==> config.mk <==
export PLATFORM = sky130hd
export DESIGN_NAME = timestamped_command_delay_queue
export DESIGN_NICKNAME = d
export VERILOG_FILES = /design/src/rtl/core/tcdq_pkg.sv /design/src/rtl/core/timestamped_command_delay_queue.sv /design/src/rtl/core/tcdq_ram.sv
export SDC_FILE = /design/constraint.sdc
export NUM_CORES = 2
export LEC_CHECK = 0
export BUFFER_PORTS_ARGS = -buffer_cell sky130_fd_sc_hd__clkbuf_2
export CAP_MARGIN = 20
export CORE_ASPECT_RATIO = 0.75
export CORE_MARGIN = 8
export CORE_UTILIZATION = 40
export DETAILED_ROUTE_END_ITERATION = 10
export GPL_TIMING_DRIVEN = 0
export SYNTH_ARGS = -nofsm -noshare
export SYNTH_HDL_FRONTEND = slang
export SYNTH_HIERARCHICAL = 1
export SYNTH_SLANG_ARGS = --single-unit
==> constraint.sdc <==
create_clock -name i_clk -period 43.1 [get_ports i_clk]
set_input_delay 8.62 -clock i_clk [delete_from_list [all_inputs] [get_ports i_clk]]
set_output_delay 8.62 -clock i_clk [all_outputs]
set_load 0.05 [all_outputs]
==> src/rtl/core/tcdq_pkg.sv <==
// ----------------------------------------------------------------------------
// tcdq_pkg
// Shared types and constants for the timestamped command delay queue.
// ----------------------------------------------------------------------------
package tcdq_pkg;

    typedef enum logic [0:0] {
        CMD_SET = 1'b0,
        CMD_GET = 1'b1
    } t_cmd;

    // One ring entry; vx sits in the lowest bits.
    typedef struct packed {
        logic               chip;
        logic [7:0]         dribble;
        logic [7:0]         kick;
        logic signed [23:0] va;
        logic signed [23:0] vy;
        logic signed [23:0] vx;
    } t_entry;

    localparam int unsigned ENTRY_W  = $bits(t_entry);
    localparam int unsigned TIME_W   = 32;
    localparam int unsigned LAT_W    = 16;
    localparam int unsigned S_DATA_W = 128;
    localparam int unsigned M_DATA_W = 96;

    localparam logic [TIME_W-1:0] DUE_MAX = 32'h7fff_ffff;

endpackage

==> src/rtl/core/timestamped_command_delay_queue.sv <==
// ----------------------------------------------------------------------------
// timestamped_command_delay_queue
// Ring of motion commands released by due time (stamp plus latency).
//
//   channel   dir  handshake                      payload
//   s_axis    in   s_axis_tvalid / s_axis_tready  tdata: command fields, tuser: set/get
//   m_axis    out  m_axis_tvalid / m_axis_tready  tdata: executing entry
//   cfg       in   i_cfg_valid / o_cfg_ready      i_cfg_data: latency in frames
//
// One word per cycle while the result register is not stalled. A get result passes
// through the registered ring RAM read, then the result register loads.
// Ring RAM reads forward the write of the previous word.
// A get waiting on a full, stalled result register holds the input side.
// Reset sets exec ptr 0, write ptr 1, clears valid bits, latency; no clearing pass.
// ----------------------------------------------------------------------------
module timestamped_command_delay_queue
    import tcdq_pkg::*;
#(
    parameter int QUEUE_DEPTH = 16
) (
    input  logic                i_clk,
    input  logic                i_rst_n,
    // [31:0] time_now, [55:32] in_vx, [79:56] in_vy, [103:80] in_va,
    // [111:104] in_kick, [119:112] in_dribble, [120] in_chip
    input  logic [S_DATA_W-1:0] s_axis_tdata,
    // [0] command
    input  logic                s_axis_tuser,
    input  logic                s_axis_tvalid,
    output logic                s_axis_tready,
    // [23:0] out_vx, [47:24] out_vy, [71:48] out_va, [79:72] out_kick,
    // [87:80] out_dribble, [88] out_chip
    output logic [M_DATA_W-1:0] m_axis_tdata,
    output logic                m_axis_tvalid,
    input  logic                m_axis_tready,
    input  logic                i_cfg_valid,
    output logic                o_cfg_ready,
    input  logic [LAT_W-1:0]    i_cfg_data
);

    localparam int IDX_W = $clog2(QUEUE_DEPTH);
    localparam int CNT_W = $clog2(QUEUE_DEPTH + 1);
    localparam logic [IDX_W-1:0] LAST_IDX = IDX_W'(QUEUE_DEPTH - 1);

    function automatic logic [IDX_W-1:0] idx_inc(input logic [IDX_W-1:0] idx);
        return (idx == LAST_IDX) ? '0 : idx + 1'b1;
    endfunction

    function automatic logic [IDX_W-1:0] idx_dec(input logic [IDX_W-1:0] idx);
        return (idx == '0) ? LAST_IDX : idx - 1'b1;
    endfunction

    logic [LAT_W-1:0]       r_lat;
    logic [IDX_W-1:0]       r_exec, n_exec;
    logic [IDX_W-1:0]       r_wr, n_wr;
    logic [CNT_W-1:0]       r_pend, n_pend;
    logic [QUEUE_DEPTH-1:0] r_vld;

    logic                   r_s1_valid;
    t_cmd                   r_s1_cmd;
    logic [TIME_W-1:0]      r_s1_now;
    logic [TIME_W-1:0]      r_s1_due;
    t_entry                 r_s1_ent;
    logic                   r_s1_byp_due, r_s1_byp_ent;
    logic                   r_s1_vld_due, r_s1_vld_ent;

    logic [TIME_W-1:0]      r_last_due;
    t_entry                 r_last_ent;

    logic                   r_out_valid;
    t_entry                 r_out_ent;

    logic [TIME_W-1:0]      due_rdata;
    logic [ENTRY_W-1:0]     ent_rdata;
    logic [TIME_W-1:0]      s1_due_q;
    t_entry                 s1_ent_q;

    logic                   out_free, s1_fire, accept;
    logic                   wr_en;
    logic [IDX_W-1:0]       wr_addr;
    logic [IDX_W-1:0]       due_raddr, ent_raddr;

    t_cmd                   in_cmd;
    logic [TIME_W-1:0]      in_now;
    t_entry                 in_ent;
    logic [TIME_W:0]        in_sum;
    logic [TIME_W-1:0]      in_due;

    assign in_cmd = t_cmd'(s_axis_tuser);
    assign in_now = s_axis_tdata[TIME_W-1:0];
    assign in_ent = t_entry'(s_axis_tdata[TIME_W+ENTRY_W-1:TIME_W]);
    assign in_sum = {in_now[TIME_W-1], in_now} + {{(TIME_W+1-LAT_W){1'b0}}, r_lat};
    assign in_due = (in_sum[TIME_W:TIME_W-1] == 2'b01) ? DUE_MAX : in_sum[TIME_W-1:0];

    assign out_free      = !r_out_valid || m_axis_tready;
    assign s1_fire       = r_s1_valid && ((r_s1_cmd == CMD_SET) || out_free);
    assign s_axis_tready = !r_s1_valid || s1_fire;
    assign accept        = s_axis_tvalid && s_axis_tready;
    assign o_cfg_ready   = 1'b1;

    assign s1_due_q = r_s1_byp_due ? r_last_due :
                      (r_s1_vld_due ? due_rdata : '0);
    assign s1_ent_q = r_s1_byp_ent ? r_last_ent :
                      (r_s1_vld_ent ? t_entry'(ent_rdata) : t_entry'('0));

    always_comb begin
        n_exec  = r_exec;
        n_wr    = r_wr;
        n_pend  = r_pend;
        wr_en   = 1'b0;
        wr_addr = r_wr;
        if (s1_fire) begin
            case (r_s1_cmd)
                CMD_SET: begin
                    if (r_s1_due == s1_due_q) begin
                        wr_en   = 1'b1;
                        wr_addr = idx_dec(r_wr);
                    end else if (($signed(r_s1_due) < $signed(s1_due_q))
                                 || (r_wr == r_exec)) begin
                        wr_en = 1'b0;
                    end else begin
                        wr_en  = 1'b1;
                        n_wr   = idx_inc(r_wr);
                        n_pend = r_pend + 1'b1;
                    end
                end
                CMD_GET: begin
                    if ((r_pend != '0) && ($signed(s1_due_q) <= $signed(r_s1_now))) begin
                        n_exec = idx_inc(r_exec);
                        n_pend = r_pend - 1'b1;
                    end
                end
                default: begin
                    wr_en = 1'b0;
                end
            endcase
        end
        due_raddr = (in_cmd == CMD_SET) ? idx_dec(n_wr) : idx_inc(n_exec);
        ent_raddr = n_exec;
    end

    tcdq_ram #(
        .WIDTH (TIME_W),
        .DEPTH (QUEUE_DEPTH)
    ) u_due_ram (
        .i_clk   (i_clk),
        .i_we    (wr_en),
        .i_waddr (wr_addr),
        .i_wdata (r_s1_due),
        .i_re    (accept),
        .i_raddr (due_raddr),
        .o_rdata (due_rdata)
    );

    tcdq_ram #(
        .WIDTH (ENTRY_W),
        .DEPTH (QUEUE_DEPTH)
    ) u_ent_ram (
        .i_clk   (i_clk),
        .i_we    (wr_en),
        .i_waddr (wr_addr),
        .i_wdata (r_s1_ent),
        .i_re    (accept),
        .i_raddr (ent_raddr),
        .o_rdata (ent_rdata)
    );

    always_ff @(posedge i_clk) begin
        if (!i_rst_n) begin
            r_lat       <= '0;
            r_exec      <= '0;
            r_wr        <= IDX_W'(1);
            r_pend      <= '0;
            r_vld       <= '0;
            r_s1_valid  <= 1'b0;
            r_out_valid <= 1'b0;
        end else begin
            if (i_cfg_valid && o_cfg_ready) begin
                r_lat <= i_cfg_data;
            end
            r_exec <= n_exec;
            r_wr   <= n_wr;
            r_pend <= n_pend;
            if (wr_en) begin
                r_vld[wr_addr] <= 1'b1;
            end
            if (accept) begin
                r_s1_valid <= 1'b1;
            end else if (s1_fire) begin
                r_s1_valid <= 1'b0;
            end
            if (s1_fire && (r_s1_cmd == CMD_GET)) begin
                r_out_valid <= 1'b1;
            end else if (m_axis_tready) begin
                r_out_valid <= 1'b0;
            end
        end
    end

    // payload
    always_ff @(posedge i_clk) begin
        if (accept) begin
            r_s1_cmd     <= in_cmd;
            r_s1_now     <= in_now;
            r_s1_due     <= in_due;
            r_s1_ent     <= in_ent;
            r_s1_byp_due <= wr_en && (wr_addr == due_raddr);
            r_s1_byp_ent <= wr_en && (wr_addr == ent_raddr);
            r_s1_vld_due <= r_vld[due_raddr];
            r_s1_vld_ent <= r_vld[ent_raddr];
        end
        if (wr_en) begin
            r_last_due <= r_s1_due;
            r_last_ent <= r_s1_ent;
        end
        if (s1_fire && (r_s1_cmd == CMD_GET)) begin
            r_out_ent <= s1_ent_q;
        end
    end

    assign m_axis_tvalid = r_out_valid;
    assign m_axis_tdata  = {{(M_DATA_W-ENTRY_W){1'b0}}, r_out_ent};

endmodule

==> src/rtl/core/tcdq_ram.sv <==
// ----------------------------------------------------------------------------
// tcdq_ram
// Simple dual-port RAM, one write and one registered read port.
// ----------------------------------------------------------------------------
module tcdq_ram #(
    parameter int WIDTH = 32,
    parameter int DEPTH = 16
) (
    input  logic                     i_clk,
    input  logic                     i_we,
    input  logic [$clog2(DEPTH)-1:0] i_waddr,
    input  logic [WIDTH-1:0]         i_wdata,
    input  logic                     i_re,
    input  logic [$clog2(DEPTH)-1:0] i_raddr,
    output logic [WIDTH-1:0]         o_rdata
);

    logic [WIDTH-1:0] r_mem [DEPTH];
    logic [WIDTH-1:0] r_rdata;

    always_ff @(posedge i_clk) begin
        if (i_we) begin
            r_mem[i_waddr] <= i_wdata;
        end
        if (i_re) begin
            r_rdata <= r_mem[i_raddr];
        end
    end

    assign o_rdata = r_rdata;

endmodule

==> summary.txt <==
Die
  – Die Ht: 436 µm
  – Die area: 251000 µm²
  – Row Count: 154
  – Starting Density: 0.401
  – Core area: 234000 µm²
  – I/O pin total: 249
  – Chip width: 576 µm

GRT
  – Initial antenna violation count: 9
  – Gr usage total: 0.183
  – Largest net degree at the start of global routing: 85
  – Number of global-route vias before repair: 47332
  – GRT overflow: 0
  – First-pass GRT wire length: 337000 µm

Timing
  – FMAX: 55.0 MHz
  – Worst Clk Skew: 108 ps
  – Setup TNS: 0 ps
  – Final setup vio count: 0
  – Fin. Hold Viols: 0
  – Fin crit share: 0.422
  – Relative slew slack: 0.245
  – Hold_ws: 490 ps
  – RSZ-0062 raised after global routing: no
  – Tightest Pin Transition: 1120 ps
  – Post-route minimum period: 18180 ps
  – Worst Setup Slack, final: 24920 ps
  – Slew Limit Fails: 0

Critical path
  – Critical path capture point type: primary output
  – Startpoint Class: primary input
  – WS Path Type: in2out
  – CP Max Fanout: 4
  – Worst path required time: 34480 ps
  – CP arrival: 9560 ps

Final layout
  – Post-Layout Cell Count: 8341
  – Final core occ: 0.468
  – Final Instance Area: 110000 µm²
  – Commonest non-fill, non-tap cell in the layout: edfxtp_1
  – Area Growth Syn to Fin: 16.6%
  – Share of layout cells above drive strength 1: 0.259
  – Commonest non-fill, non-tap cells in the layout: 2425 x edfxtp_1, 486 x mux4_2, 260 x a22oi_1
  – Multi-input logic area: 19100 µm²
  – Layout net count: 5266
  – Fillers: 19390
  – Register Area: 73800 µm²

Drt
  – WL final: 235000 µm
  – Vias/cell: 5.58
  – WL/cell: 28.2 µm
  – Routed Antenna Nets: 0
  – DRC violations left: 0
  – Drt pass-1 iters: 6
  – DR vias: 46563
  – Initial drt markers: 4787

Synth
  – Mean Syn Cell Area: 21.4 µm²
  – Post-synthesis sequential area ratio: 0.784
  – EDFF count, synth: 2425
  – #FFs+latches synth: 2472
  – Synth warn: 6
  – Main synth FF type: edfxtp_1
  – Mapped Cells: 4389
  – Synthesized area: 94100 µm²
  – Synth unique cells: 74
  – Asr flop ratio synth: 0

Clock network
  – Worst-Skew Late Latency: 920 ps
  – # Post-CTS Setup Buffers: 0
  – Clock sinks: 2472
  – Clk Tree Root Cell: clkbuf_16
  – Cts hold-fix bufs: 0
  – CTS tree: done
  – CTS Buf Count: 240
  – H-tree depth: 4
  – Clk slew on worst S/H paths: 60 ps
  – CTS resizes: 0
  – Clock buffer depth: 4

Worst hold path
  – Worst min path class: reg2reg

Placed design
  – Place WS: 24920 ps
  – Placed Area: 102000 µm²
  – IO buf count: 231
  – Dpl cells: 7905
  – Placer Congestion: 0.781
  – Detailed Place HPWL: 154000 µm

Power and ir drop
  – Total power: 5.03 mW
  – Max VDD drop: 0.0411 mV
  – PD cells: 45.9 nW/µm²
  – P_leak: 35.2 nW

Run
  – Max cap viols: 0

Run status
  – Outcome: finished clean
[critical path: stages]
cell and delay, ps:
clkbuf_2 80, nor2b_1 410, nand3_1 170, clkbuf_2 280
[report_power, final]
group	switching, mW	internal (mW)	total, mW
Clock	0.888	1.16	2.05
Combinational	0.148	0.106	0.253
Sequential	0.0428	2.68	2.73
[worst paths after layout]
kind,depth (start not counted),end,slack (ps),startpoint
setup / recovery,4,s_axis_tready,24920,m_axis_tready
hold / removal,1,r_vld[2],490,r_vld[2]
setup reg to reg,24,u_due_ram/o_rdata[28],33220,r_s1_byp_due
hold reg to reg,1,r_vld[2],490,r_vld[2]
[sequential cells by signal, indices dropped and copies added, names as in the netlist, 4 cells and up]
signal and flops:
u_ent_ram/r_mem 1424, u_due_ram/r_mem 512, m_axis_tdata 89, r_last_ent 89, r_s1_ent 89, u_ent_ram/o_rdata 89
r_last_due 32, r_s1_due 32, r_s1_now 32, u_due_ram/o_rdata 32, r_lat 16, r_vld 16
r_pend 5, r_exec 4, r_wr 4
[final cells by class]
cell class | count | area share
clock buffer | 302 | 0.0581
multi-input combinational | 1615 | 0.174
timing repair buffer | 391 | 0.0346
antenna | 3 | 0.0000685
sequential | 2472 | 0.673
buffer | 217 | 0.0101
clock inverter | 130 | 0.0111
inverter | 91 | 0.00318
tap | 3120 | 0.0356
[kinds of logic (layout without fill, tap and decap cells)]
family / count (synthesis) / count (layout) / synth area share
AO/OA/AOI/OAI: 528 / 528 / 0.0421
XOR/XNOR: 47 / 47 / 0.00446
adder cells (fa/ha/maj): 88 / 88 / 0.0119
buffers and inverters: 308 / 1131 / 0.0154
flip-flops: 2472 / 2472 / 0.784
multiplexers: 522 / 522 / 0.121
other: 2 / 11 / 0.0000798
AND/OR/NAND/NOR: 422 / 422 / 0.0210
[synth_stat cells, drive strengths merged (3+ instances only)]
| library cell | n | area share |
|---|---|---|
| and2 | 10 | 0.00067 |
| o31a | 3 | 0.00028 |
| o21ai | 35 | 0.0019 |
| nor2b | 36 | 0.0024 |
| nand2b | 9 | 0.00060 |
| nor3b | 4 | 0.00032 |
| xnor2 | 31 | 0.0030 |
| or3 | 5 | 0.00033 |
| o21a | 26 | 0.0021 |
| nand4 | 14 | 0.0011 |
| a211oi | 9 | 0.00072 |
| inv | 90 | 0.0036 |
| ha | 86 | 0.011 |
| a31oi | 8 | 0.00069 |
| and4 | 4 | 0.00040 |
| o31ai | 3 | 0.00039 |
| edfxtp | 2425 | 0.77 |
| mux2i | 27 | 0.0029 |
| a22oi | 260 | 0.021 |
| nor3 | 19 | 0.0010 |
| nand3 | 17 | 0.00090 |
| a21o | 7 | 0.00056 |
| mux2 | 6 | 0.00072 |
| buf | 108 | 0.0074 |
| o2111ai | 5 | 0.00053 |
| xor2 | 16 | 0.0015 |
| clkbuf | 109 | 0.0043 |
| a22o | 100 | 0.0093 |
| o211ai | 6 | 0.00048 |
| dfxtp | 47 | 0.010 |
| o211a | 3 | 0.00032 |
| a41oi | 3 | 0.00028 |
| a21oi | 42 | 0.0022 |
| and3 | 7 | 0.00047 |
| nand3b | 6 | 0.00048 |
| a21boi | 6 | 0.00048 |
| nor2 | 75 | 0.0030 |
| or2 | 3 | 0.00020 |
| nand2 | 201 | 0.0080 |
| mux4 | 489 | 0.12 |
| nor4 | 5 | 0.00053 |
[routing by layer]
metal	part of all wire	vias up	GRT usage	routed length [µm]
met4	0.020	0	0.0390	4720
met1	0.45	24898	0.271	105000
met2	0.46	1782	0.286	108000
met3	0.073	302	0.0308	17200
met5	0	-	0	0
li1	-	19581	-	-
Power figures use the tool's default switching activity.
